`config.mk`:
```
export PLATFORM = sky130hd
export DESIGN_NAME = lhtu_cmd_fifo
export DESIGN_NICKNAME = d
export VERILOG_FILES = /design/src/rtl/lhtu_pkg.sv /design/src/rtl/lhtu_cmd_fifo.sv
export SDC_FILE = /design/constraint.sdc
export NUM_CORES = 1
export LEC_CHECK = 0
export ABC_AREA = 1
export BUFFER_PORTS_ARGS = -buffer_cell sky130_fd_sc_hd__buf_2
export CAP_MARGIN = 25
export CORE_MARGIN = 5
export CORE_UTILIZATION = 47
export DETAILED_ROUTE_END_ITERATION = 12
export PLACE_DENSITY = 0.75
export SYNTH_ARGS = -nofsm -noshare
export SYNTH_HDL_FRONTEND = slang
export SYNTH_SLANG_ARGS = --single-unit
export TNS_END_PERCENT = 10
```
`constraint.sdc`:
```
create_clock -name clk_i -period 6.4 [get_ports clk_i]
set_clock_uncertainty 0.15 [all_clocks]
set_input_delay 0.64 -clock clk_i [delete_from_list [all_inputs] [get_ports clk_i]]
set_output_delay 0.64 -clock clk_i [all_outputs]
set_load 0.02 [all_outputs]
```
`src/rtl/lhtu_pkg.sv`:
```
// Shared types, codes and sizes of the linear-probing hash table unit.
package lhtu_pkg;

  // Number of slots; a power of two, so the home slot is the low hash bits.
  localparam int unsigned TableSize = 512;
  localparam int unsigned SlotW     = $clog2(TableSize);
  // Longest key in bytes.
  localparam int unsigned KeyBytes  = 8;
  localparam int unsigned ByteCntW  = $clog2(KeyBytes + 1);

  typedef enum logic [1:0] {
    OpLookup = 2'd0,
    OpInsert = 2'd1,
    OpDelete = 2'd2,
    OpClear  = 2'd3
  } op_e;

  typedef enum logic [1:0] {
    StOk   = 2'd0,
    StMiss = 2'd1,
    StFull = 2'd2
  } status_e;

  // Slot mark codes; code 3 is never written and reads like a tombstone.
  localparam logic [1:0] MarkEmpty = 2'd0;
  localparam logic [1:0] MarkFull  = 2'd1;
  localparam logic [1:0] MarkTomb  = 2'd2;

  typedef struct packed {
    logic [1:0]  opcode;
    logic [63:0] key_word;
    logic [63:0] value_word;
  } in_t;

  typedef struct packed {
    logic [1:0]  status;
    logic [63:0] value_out;
    logic [8:0]  slot_index;
  } out_t;

  // Classified request handed from the front to the back.
  typedef struct packed {
    op_e              op;
    logic [63:0]      norm;
    logic [63:0]      value;
    logic [SlotW-1:0] home;
  } cmd_t;

  typedef enum logic [1:0] {
    FIdle,
    FHash,
    FPush
  } front_state_e;

  typedef enum logic [1:0] {
    BInit,
    BIdle,
    BProbe,
    BClear
  } back_state_e;

endpackage

```
`src/rtl/lhtu_cmd_fifo.sv`:
```
// Two-entry command queue between the front and the back.
module lhtu_cmd_fifo (
  input  logic           clk_i,
  input  logic           rst_ni,
  input  logic           wr_en_i,
  input  lhtu_pkg::cmd_t wr_data_i,
  output logic           full_o,
  input  logic           rd_en_i,
  output logic           valid_o,
  output lhtu_pkg::cmd_t rd_data_o
);

  lhtu_pkg::cmd_t mem_q [2];
  logic           wr_ptr_q, rd_ptr_q;
  logic [1:0]     cnt_q;

  assign full_o    = (cnt_q == 2'd2);
  assign valid_o   = (cnt_q != 2'd0);
  assign rd_data_o = mem_q[rd_ptr_q];

  // Advance pointers and fill count
  always_ff @(posedge clk_i or negedge rst_ni) begin
    if (!rst_ni) begin
      wr_ptr_q <= 1'b0;
      rd_ptr_q <= 1'b0;
      cnt_q    <= 2'd0;
    end else begin
      if (wr_en_i) wr_ptr_q <= ~wr_ptr_q;
      if (rd_en_i) rd_ptr_q <= ~rd_ptr_q;
      cnt_q <= cnt_q + {1'b0, wr_en_i} - {1'b0, rd_en_i};
    end
  end

  always_ff @(posedge clk_i) begin
    if (wr_en_i) mem_q[wr_ptr_q] <= wr_data_i;
  end

endmodule

```
==> results of run 1 <==
## Yosys cell counts
cell type / instances
sky130_fd_sc_hd__buf_4: 11
sky130_fd_sc_hd__buf_6: 14
sky130_fd_sc_hd__clkbuf_1: 6
sky130_fd_sc_hd__dfrtp_1: 4
sky130_fd_sc_hd__edfxtp_1: 278
sky130_fd_sc_hd__ha_1: 2
sky130_fd_sc_hd__inv_1: 146
sky130_fd_sc_hd__nand2_1: 146
sky130_fd_sc_hd__nand3_1: 1
sky130_fd_sc_hd__nor2_1: 2
sky130_fd_sc_hd__o21ai_0: 68
sky130_fd_sc_hd__o21ai_1: 21
sky130_fd_sc_hd__o21ai_2: 50
sky130_fd_sc_hd__xor2_1: 2
## power by group through the flow
stage / clock network, mW / registers [mW] / logic, mW
2_1_floorplan: 0 / 2.59 / 1.53
3_3_place_gp: 0 / 2.59 / 2.09
3_5_place_dp: 0 / 2.61 / 2.12
4_1_cts: 1.58 / 2.57 / 2.13
5_1_grt: 1.67 / 2.60 / 2.27
6_report: 1.54 / 2.57 / 2.09
## path summary, 6_finish.rpt
path / cells after the start / slack [ns] / end / start
setup reg to reg: 3 / 3.83 / mem_q[1][51]$_DFFE_PP_ / wr_ptr_q$_DFFE_PN0P_
max in group asynchronous: 2 / 5.65 / rd_ptr_q$_DFFE_PN0P_ / rst_ni
min in group asynchronous: 2 / 0.30 / cnt_q[0]$_DFF_PN0_ / rst_ni
hold reg to reg: 1 / 0.40 / wr_ptr_q$_DFFE_PN0P_ / wr_ptr_q$_DFFE_PN0P_
setup / recovery: 3 / 3.05 / rd_data_o[4] / rd_ptr_q$_DFFE_PN0P_
hold / removal: 1 / 0.15 / mem_q[0][17]$_DFFE_PP_ / wr_data_i[17]
## worst max-delay path, delay by kind of cell (launching register included)
kind / cells / cell delay (ns)
flops: 1 / 0.66
buf+inv: 2 / 1.04
compound gates: 1 / 0.30
## metrics by stage
stage | setup WS (ns) | std cells | hold slack, ns | utilization (%)
after global routing | 2.80 | 1345 | 0.120 | 58.5
after CTS | 2.98 | 1344 | 0.124 | 58.5
after detailed placement | 3.47 | 1293 | 0.305 | 54.6
final | 3.05 | 1345 | 0.155 | 58.5
after floorplan | 1.54 | 751 | 0.194 | -
after global placement | 3.50 | 1293 | 0.302 | 54.6
## repair_timing
action,4_1_cts,5_1_grt
hold endpoints to repair,4,0
setup endpoints to repair,0,0
hold buffers,1,0
## metal layers
layer	GRT usage [%]	routed length (um)	share of wire, %
met1	18.9	8160	39
met2	27.0	10500	50
met3	4.75	1780	8.4
met4	4.61	515	2.4
met5	0	43	0.20
## state kept, by name, indices dropped and copies added, names as in the netlist
| signal | flops |
|---|---|
| rd_ptr_q | 1 |
| mem_q | 278 |
| cnt_q | 2 |
| wr_ptr_q | 1 |
## layout make-up
| type | count | area, um^2 | share of cell area [%] |
|---|---|---|---|
| Antenna cell | 1 | 2.50 | 0.0189 |
| Clock buffer | 35 | 778 | 5.89 |
| Clock inverter | 15 | 100 | 0.758 |
| Inverter | 146 | 553 | 4.19 |
| Multi-Input combinational cell | 292 | 1490 | 11.3 |
| Sequential cell | 282 | 8450 | 64.0 |
| Tap cell | 285 | 357 | 2.70 |
| Timing Repair Buffer | 289 | 1480 | 11.2 |
## cell families (layout without fill, tap and decap cells)
logic type	count (synthesis)	after routing	synth area share, %
adder cells (fa/ha/maj)	2	2	0.233
buffers and inverters	177	485	7.55
AO/OA/AOI/OAI	139	139	8.22
other	0	1	0
AND/OR/NAND/NOR	149	149	5.22
XOR/XNOR	2	2	0.163
flip-flops	282	282	78.6
==> results.md, run 1 <==
- Across the VDD grid, the largest voltage drop is 348 uV.
- The detailed router finished its first iteration with 372 violations.
- The synthesized design devotes to its leading area cell type 77.7% of total area.
- The min-delay analysis places its worst path in the category in -> reg.
- The most area-hungry cell type in the Yosys netlist is sky130_fd_sc_hd__edfxtp_1.
- Of the total power, the clock network draws 24.8%.
- The first global-routing pass estimated 32,600 um of wire.
- The required time of the worst setup path is 5.61 ns.
- The placeable core region is 22,600 um^2.
- The horizontal die dimension is 161 um.
- For the final routed database, the setup TNS stands at 0 ns.
- The flow ran to the end, and the final reports show no timing, DRC or antenna violations.
- The power per cell area is 468 nW/um^2.
- The analysis attributes to net switching a power of 2.24 mW.
- The max-slew violation total from the final report is 0.
- Averaged over all synthesized cells, the footprint is between 10 and 15 um^2.
- The average detailed-routed wire length per instance is 15.6 um.
- Setup repair after global routing left no endpoint under its margin.
- The number of antenna violations at the first check in global routing was 5.
- The first TritonRoute pass finished after 5 iterations.
- The maximum number of pins on one net before global-route repair is around 140.
- The number of instances resized during post-cts repair is 0.
- The clock insertion delay at the later pin of the skew report is 0.52 ns.
- The signal on the critical path passes through buf_4 > o21ai_0 > buf_2.
- The residual DRC count is 0.
- between 200 and 300 I/O pins were placed.
- Net switching is 36.3% of the power.
- The total number of nets in the final design is approximately 1.2k.
- The die outline height is 161 um.
- The total clock buffers created by CTS is 29.
- For this run the aggregate overflow at the end of global routing stands at 0.
- Relative to the synthesized area, the layout overhead comes to 23.0%.
- The buffer cell driving the clock tree root is sky130_fd_sc_hd__clkbuf_16.
- The highest fanout seen on the critical path is 100.
- The via count of the first global-routing pass is 6,427.
- Measured against its own limit, the worst slew margin works out to between 30 and 40%.
- For the pin with the worst max-slew slack, the measured transition is ~0.99 ns.
- The buffer count from post-CTS setup fixing is 0.
- After routing the design area is around 13,000 um^2.
- The post-route netlist has 36.1% of its cells at a drive strength greater than 1.
- The clock slew at the register clock pins of the worst setup and hold paths is 0.06 ns.
- On the critical path, the stage with the largest delay is an instance of sky130_fd_sc_hd__buf_4.
- The sink count of the clock tree is 282.
- In this run the cell area of the synthesized design comes to 10,700 um^2.
- The count of endpoints failing hold in the final timing report is 0.
- The fraction of power consumed by combinational cells is about a third.
- Counting every net in the synthesized netlist gives approximately 900.
- Synthesis produced a netlist whose cell count is around 750.
- After filler insertion, the fill cell instance count of the layout stands at 1,806.
- The critical path in this run is classified as reg -> out.
- The arrival time of the worst setup path is 2.56 ns.
- In the layout the commonest cells are sky130_fd_sc_hd__buf_2, sky130_fd_sc_hd__edfxtp_1, sky130_fd_sc_hd__nand2_1.
- The synthesized flop and latch total is 282.
- The congestion estimate from routability-driven global placement came to 0.761.
- The maximum achievable frequency is 0.299 GHz.
- The largest incremental delay on the critical path is 0.81 ns.
- Max-cap violations in this run came to 0.
- The initial utilization of the core area, before any placement, comes to between 40% and 50%.
- Sequential elements use between 70% and 80% of the synthesized area.
- CTS built an H-tree with a depth of 1.
- The CTS tree is built.
- The count of warnings emitted by yosys is 0.
- The sort of element at the end of the critical path is an output port.
- The routed layout has 6,361 vias.
- The part of the power in registers is between 40% and 50%.
- Counting along the longest clock path gives a buffer depth of 3.
- The total detailed-routing wirelength is 21,000 um.
- Leaving out fill and tap cells, the most frequent cell in the layout is sky130_fd_sc_hd__buf_2.
- Summed over all nets, the half-perimeter wirelength after detailed placement is 14,100 um.
- The initialized floorplan defines 55 standard-cell rows.
- The setup-violating endpoint count in the final report is 0.
- After detailed routing, the number of vias per cell comes to about 4.7.
- The number of nets with antenna violations after routing is 0.
- The unique cell type count in the Yosys netlist is 14.
- By area the synthesized netlist is led by sky130_fd_sc_hd__edfxtp_1, sky130_fd_sc_hd__inv_1, sky130_fd_sc_hd__nand2_1.
- For this run, the total global-route usage over all layers was measured as 15.6%.
- The leakage power is 5.65 nW.
- The critical path startpoint category is a register.
- For the finished layout, the period the worst path requires is 3.35 ns.
- The number of input and output port buffers inserted is between 200 and 300.
- The die covers between 20,000 and 30,000 um^2.
- After detailed placement, the total cell area comes to 12,300 um^2.
- Of the available clock period, the critical path in the final layout requires a little over half.
- The internal power of the cells totals 3.94 mW.
- The overall power consumption is 6.19 mW.
Note: power is estimated with default switching activity, not from simulation.
==> inputs of run 2 (changes only) <==
==> constraint.sdc (replaced) <==
create_clock -name clk_i -period 2.8 [get_ports clk_i]
set_clock_uncertainty 0.15 [all_clocks]
set_input_delay 0.28 -clock clk_i [delete_from_list [all_inputs] [get_ports clk_i]]
set_output_delay 0.28 -clock clk_i [all_outputs]
set_load 0.02 [all_outputs]
==> run 2 against run 1 <==
  * Via count up 13%
  * Worst setup slack worse by 2.9 ns
  * First-iteration DRC count up 4.3%
  * Cell area up 12%
  * Critical path depth up 2
  * Final cell count up 11%
  * Total power up 140%
  * Worst hold slack better by 0.18 ns
==> results.md, run 2 (synthesized netlist as in run 1, its figures left out) <==
- The critical path's most frequent cell is sky130_fd_sc_hd__buf_12.
- The actual slew at the worst max-slew pin is 0.969 ns (-0.0224 ns).
- The origin of the critical flop-to-flop path is wr_ptr_q$_DFFE_PN0P_.
- The run finished with clean final reports.
- The largest incremental delay on the critical path was 0.69 ns (-0.12 ns).
- The total number of nets in the final design is 1,335 (+13%).
- The clock slew at the register clock pins of the worst setup and hold paths is 0.06 ns (about the same).
- The overall power consumption is 14.7 mW (+140%).
- The number of instances resized during post-cts repair is 0 (unchanged).
- TritonCTS built the clock tree.
- The tree is rooted in a sky130_fd_sc_hd__clkbuf_16.
- The die outline height is 161 um (unchanged).
- For hold timing, the worst endpoint is mem_q[1][130]$_DFFE_PP_.
- The number of cells on the worst reg-to-reg path is 3 (unchanged).
- The required time of the worst setup path is 2.37 ns (-3.24 ns).
- The number of antenna violations at the first check in global routing came to 2 (-3).
- The placeable core region came to 22,600 um^2 (unchanged).
- The setup-violating endpoint count in the final report was 0 (unchanged).
- The maximum achievable frequency is 0.383 GHz.
- The number of vias per cell after detailed routing is 4.80 (+1.5%).
- The class of the most critical setup path is reg -> out.
- The normalized max-slew margin is 35.4% (+1.5 points).
- The final sum of negative setup slack is 0 ns (unchanged).
- The number of H-tree levels is 1 (unchanged).
- The class of the worst hold path is in -> reg.
- The flip-flop count of the largest register after layout is 278 (unchanged).
- The slowest stage of the critical path belongs to the cell sky130_fd_sc_hd__dfrtp_4.
- The overall global routing resource usage is 18.6% (+3.0 points).
- The register with the most flip-flops in the final layout is mem_q.
- The instance count along the most critical hold path was 2 (+1).
- The detailed placer's ending HPWL was 14,700 um (+4.1%).
- The horizontal die dimension is 161 um (unchanged).
- The starting density of the core was 47.6% (unchanged).
- The residual DRC count is 0 (unchanged).
- The DRC marker count from the first detailed-route iteration was 388 (+4.3%).
- The arrival time of the worst setup path is 2.18 ns (-0.38 ns).
- The area growth from synthesis to layout is 37.5%.
- The number of placement rows is 55 (unchanged).
- The total instance count after detailed placement is 1,301 (+0.62%).
- The total clock buffers created by CTS was 29 (unchanged).
- The sort of element at the end of the critical path is an output port.
- In the final layout, the registers with the most flip-flops are mem_q x278, cnt_q x2.
- The leakage power came to 6.30 nW (+11%).
- The sink count of the clock tree was 282 (unchanged).
- The power per cell area is 995 nW/um^2 (+110%).
- The max-slew violation total from the final report was 0 (unchanged).
- The startpoint of the lowest-slack hold path is wr_data_i[130].
- The register-to-register path setup slack is 0.86 ns (-2.97 ns).
- The worst register-to-register path ends at mem_q[1][73]$_DFFE_PP_.
- The count of endpoints failing hold in the final timing report came to 0 (unchanged).
- The number of input and output port buffers inserted was 283 (unchanged).
- The fraction of layout cells with a size suffix above 1 is 32.1% (-4.0 points).
- The via count of the first global-routing pass is 7,555 (+18%).
- The highest fanout seen on the critical path is 46 (-54%).
- The leading cell type in the layout, fill and taps excluded is sky130_fd_sc_hd__buf_2.
- The total detailed-routing wirelength is 25,000 um (+19%).
- The average detailed-routed wire length per instance is 16.7 um (+6.5%).
- The critical path startpoint category is a register.
- The via total after detailed routing is 7,193 (+13%).
- The overflow left after global routing came to 0 (unchanged).
- The number of max-cap violations was 0 (unchanged).
- The maximum number of pins on one net before global-route repair is 71 (-50%).
- The maximum vdd drop is 852 uV (+140%).
- The number of search-and-repair iterations in the first detailed-routing pass is 6 (+1).
- The kind of cell with the highest combined delay along the critical path is buffers and inverters.
- In the layout the commonest cells are sky130_fd_sc_hd__buf_2, sky130_fd_sc_hd__edfxtp_1, sky130_fd_sc_hd__inv_1, sky130_fd_sc_hd__nand2_1, sky130_fd_sc_hd__dlygate4sd3_1.
- The final non-filler cell total is 1,498 (+11%).
- The maximum buffer depth of the clock tree is 3 (unchanged).
- The number of nets with antenna violations after routing is 0 (unchanged).
- The number of placed I/O pins is 284 (unchanged).
- The first-pass GRT wire length is 38,700 um (+19%).
- The final RePlAce weighted congestion was 0.758 (-0.41%).
- The number of fillers in the final layout is 1,584 (-12%).
- The buffering stage count on the worst path with inverters included is 3 (+1).
- The signal on the critical path passes through buf_12 > buf_12 > nand2_1 > o21ai_0 > buf_2.
- The final period utilization is 93.2%.
- The clock period minus final worst setup slack is 2.61 ns.
- The overall die area came to 26,000 um^2 (unchanged).
- Setup repair after global routing left no endpoint under its margin.
- The clock insertion delay at the later pin of the skew report was 0.52 ns (about the same).
## run 2: worst register-to-register path, delay by kind of cell (launching register included)
kind                   cells  cell delay (ns)
flip-flops                 1             0.43
buffers and inverters      2             0.78
AND/OR/NAND/NOR            1             0.09
## run 2: power breakdown
part | internal [mW] | leakage [nW] | switching [mW]
sequential | 5.61 | 2.66 | 0.276
clock | 2.08 | 0.430 | 1.48
combinational | 1.63 | 3.21 | 3.62
## run 2: layer usage
metal  track usage, %  wire, um  part of all wire [%]  vias up
met5                0         7                 0.028        -
met4             5.93       710                   2.8        2
met3             3.80      1710                   6.8       49
met2             34.5     13300                    53      293
met1             21.6      9260                    37     3413
li1                 -         -                     -     3436
## run 2: repair_timing
action / 4_1_cts / 5_1_grt
hold buffers: 143 / 0
hold endpoints to repair: 285 / 0
setup buffers: 0 / 0
## run 2: cell type report
| type | count | area, um^2 | share of cell area (%) |
|---|---|---|---|
| repair buffers | 439 | 3030 | 20.5 |
| flip-flops and latches | 282 | 8450 | 57.2 |
| clock inverters | 10 | 73.8 | 0.500 |
| inverters | 146 | 552 | 3.73 |
| multi-input cells | 292 | 1500 | 10.1 |
| diodes | 1 | 2.50 | 0.0169 |
| clock buffers | 43 | 808 | 5.47 |
| well taps | 285 | 357 | 2.41 |
## run 2: worst max-delay path by stage
stage	startpoint	to	slack, ns	cells past startpoint
global route	rd_ptr_q$_DFFE_PN0P_	rd_data_o[49]	0.04	5
CTS	rd_ptr_q$_DFFE_PN0P_	rd_data_o[37]	0.19	5
floorplan	wr_ptr_q$_DFFE_PN0P_	mem_q[1][0]$_DFFE_PP_	-0.29	2
global placement	rd_ptr_q$_DFFE_PN0P_	rd_data_o[37]	0.78	5
detailed placement	rd_ptr_q$_DFFE_PN0P_	rd_data_o[37]	0.76	5
finish	rd_ptr_q$_DFFE_PN0P_	rd_data_o[49]	0.19	5
## run 2: per-stage QoR
stage                     util, %  cell area, um^2  setup WS (ns)  hold slack [ns]
after floorplan                 -            10800         -0.292           -0.166
after global placement       55.2            12500          0.778          -0.0488
after detailed placement     55.2            12500          0.761          -0.0544
after CTS                    65.4            14800          0.190            0.295
after global routing         65.5            14800         0.0363            0.315
final                        65.5            14800          0.190            0.333
==> inputs of run 3 (changes only) <==
--- a/config.mk
+++ b/config.mk
@@ -12,6 +12,7 @@
 export CORE_UTILIZATION = 47
 export DETAILED_ROUTE_END_ITERATION = 12
 export PLACE_DENSITY = 0.75
+export REMOVE_ABC_BUFFERS = 1
 export SYNTH_ARGS = -nofsm -noshare
 export SYNTH_HDL_FRONTEND = slang
 export SYNTH_SLANG_ARGS = --single-unit
==> run 3 against run 2 <==
  * Total power rose by 2.0%
  * Global-route usage decreased by 0.067 points
  * Clock power is 9.3% higher
  * Final cell count is 0.27% higher
  * Critical path type unchanged
  * Critical endpoint is now rd_data_o[32]
==> results.md, run 3 (synthesized netlist as in run 1, its figures left out) <==
- Broken down by cell family, the worst path's largest delay share belongs to flip-flops.
- The final period utilization came to 91.7% (-1.5 points).
- The placeable core region is 22,600 um^2 (unchanged).
- The number of instances resized during post-cts repair is 0 (unchanged).
- Traced cell by cell, the critical path runs through buf_12 > nand2_1 > o21ai_0 > buf_2.
- The starting density of the core came to 47.6% (unchanged).
- The number of input and output port buffers inserted came to 283 (unchanged).
- The post-layout utilization of the core is 65.9% (+0.49 points).
- The buffer count from post-CTS setup fixing was 0 (unchanged).
- The overflow left after global routing is 0 (unchanged).
- The maximum vdd drop is 660 uV (-23%).
- The maximum buffer depth of the clock tree is 3 (unchanged).
- The buffering stage count on the worst path with inverters included came to 2 (-1).
- The leakage power is 6.36 nW (+1.0%).
- The sink count of the clock tree is 282 (unchanged).
- The flow ran to the end, and the final reports show no timing, DRC or antenna violations.
- In the final layout, the registers with the most flip-flops are mem_q x278, cnt_q x2.
- The clock insertion delay at the later pin of the skew report is 0.54 ns (+0.02 ns).
- The average detailed-routed wire length per instance is 16.4 um (-1.5%).
- The DRC marker count from the first detailed-route iteration is 391 (+0.77%).
- The power per cell area is 1010 nW/um^2 (+1.3%).
- The arrival time of the worst setup path is 2.14 ns (-0.04 ns).
- The residual DRC count came to 0 (unchanged).
- The total number of nets in the final design was 1,337 (+0.15%).
- The overall die area was 26,000 um^2 (unchanged).
- The number of search-and-repair iterations in the first detailed-routing pass is 7 (+1).
- The first-pass GRT wire length came to 38,900 um (+0.52%).
- The cell area after placement was 12,500 um^2 (+0.21%).
- The required time of the worst setup path is 2.37 ns (about the same).
- The maximum number of pins on one net before global-route repair is 84 (+18%).
- The number of vias per cell after detailed routing was 4.79 (-0.20%).
- The number of nets with antenna violations after routing came to 0 (unchanged).
- The count of endpoints failing hold in the final timing report was 0 (unchanged).
- The normalized max-slew margin is 66.9% (+31 points).
- The clock period minus final worst setup slack is 2.57 ns (-0.0415 ns).
- The number of placement rows is 55 (unchanged).
- The clock slew at the register clock pins of the worst setup and hold paths was 0.06 ns (about the same).
- The max-slew violation total from the final report is 0 (unchanged).
- The path class of the tightest hold or removal check is in -> reg.
- The overall global routing resource usage is 18.5% (-0.067 points).
- STA classifies the critical path endpoint as an output port.
- For this design, the slowest cell found on the critical path is sky130_fd_sc_hd__dfrtp_4.
- The total detailed-routing wirelength is 24,700 um (-1.2%).
- The flip-flop count of the largest register after layout came to 278 (unchanged).
- The detailed placer's ending HPWL is 14,700 um (-0.32%).
- The critical path startpoint category is a register.
- The hold buffer count at cts is 143 (unchanged).
- The register with the highest flop count is mem_q.
- The via total after detailed routing came to 7,198 (+0.070%).
- The highest fanout seen on the critical path is 83 (+80%).
- The number of antenna violations at the first check in global routing came to 3 (+1).
- The maximum achievable frequency was 0.389 GHz (+1.6%).
- The fraction of layout cells with a size suffix above 1 is 32.4% (+0.28 points).
- The total clock buffers created by CTS was 29 (unchanged).
- The actual slew at the worst max-slew pin is 0.497 ns (-0.472 ns).
- The root buffer cell chosen for the clock tree is sky130_fd_sc_hd__clkbuf_16.
- The via count of the first global-routing pass came to 7,515 (-0.53%).
- The setup-violating endpoint count in the final report was 0 (unchanged).
- The largest incremental delay on the critical path is 0.69 ns (about the same).
- The area growth from synthesis to layout is 38.5%.
- The number of placed I/O pins came to 284 (unchanged).
- Leaving out fill and tap cells, the most frequent cells in the layout are sky130_fd_sc_hd__buf_2, sky130_fd_sc_hd__edfxtp_1, sky130_fd_sc_hd__nand2_1.
- The number of max-cap violations is 0 (unchanged).
- The class of the most critical setup path is reg -> out.
- The horizontal die dimension is 161 um (unchanged).
- Setup repair after global routing left no endpoint under its margin.
- The final RePlAce weighted congestion came to 0.755 (-0.36%).
- The number of H-tree levels is 1 (unchanged).
- The CTS tree is built.
- The area of all placed cells without fillers is 14,900 um^2 (+0.75%).
- The die outline height is 161 um (unchanged).
- The library cell used most frequently in the layout, excluding fill and tap cells, is sky130_fd_sc_hd__buf_2.
==> run 3: area by class of cell <==
class	instances	area [um^2]
flip-flops and latches	282	8450
fillers	1553	7690
repair buffers	441	3060
multi-input cells	292	1490
clock buffers	36	752
inverters	146	553
well taps	285	357
clock inverters	17	209
diodes	3	7.51
==> run 3: path summary, 6_finish.rpt <==
check | startpoint | endpoint | slack (ns) | cells after the start
hold / removal | wr_data_i[106] | mem_q[1][106]$_DFFE_PP_ | 0.31 | 2
setup reg to reg | wr_ptr_q$_DFFE_PN0P_ | mem_q[1][83]$_DFFE_PP_ | 0.98 | 3
setup / recovery | rd_ptr_q$_DFFE_PN0P_ | rd_data_o[32] | 0.23 | 4
max in group asynchronous | rst_ni | rd_ptr_q$_DFFE_PN0P_ | 1.79 | 3
min in group asynchronous | rst_ni | cnt_q[1]$_DFF_PN0_ | 0.50 | 3
hold reg to reg | wr_ptr_q$_DFFE_PN0P_ | wr_ptr_q$_DFFE_PN0P_ | 0.41 | 1
==> run 3: per-layer routing <==
metal / vias up / track usage, % / wire length [um]
met3: 65 / 4.39 / 1850
met5: - / 0 / 0
li1: 3448 / - / -
met4: 0 / 6.13 / 806
met2: 285 / 32.9 / 12700
met1: 3400 / 22.3 / 9340
==> run 3: through the flow <==
step	setup TNS, ns	setup WS, ns	total power, mW	cells	hold WS (ns)
global route	0	0.0747	15.8	1502	0.306
global placement	0	0.817	10.9	1303	-0.0585
finish	0	0.232	15.0	1502	0.314
detailed placement	0	0.788	11.0	1303	-0.0548
CTS	0	0.193	15.1	1499	0.286
floorplan	-1213.24	-4.18	8.36	720	-0.166
==> run 3: power breakdown <==
| group | internal (mW) | switching, mW |
|---|---|---|
| sequential | 5.60 | 0.276 |
| combinational | 1.63 | 3.60 |
| clock | 2.36 | 1.53 |
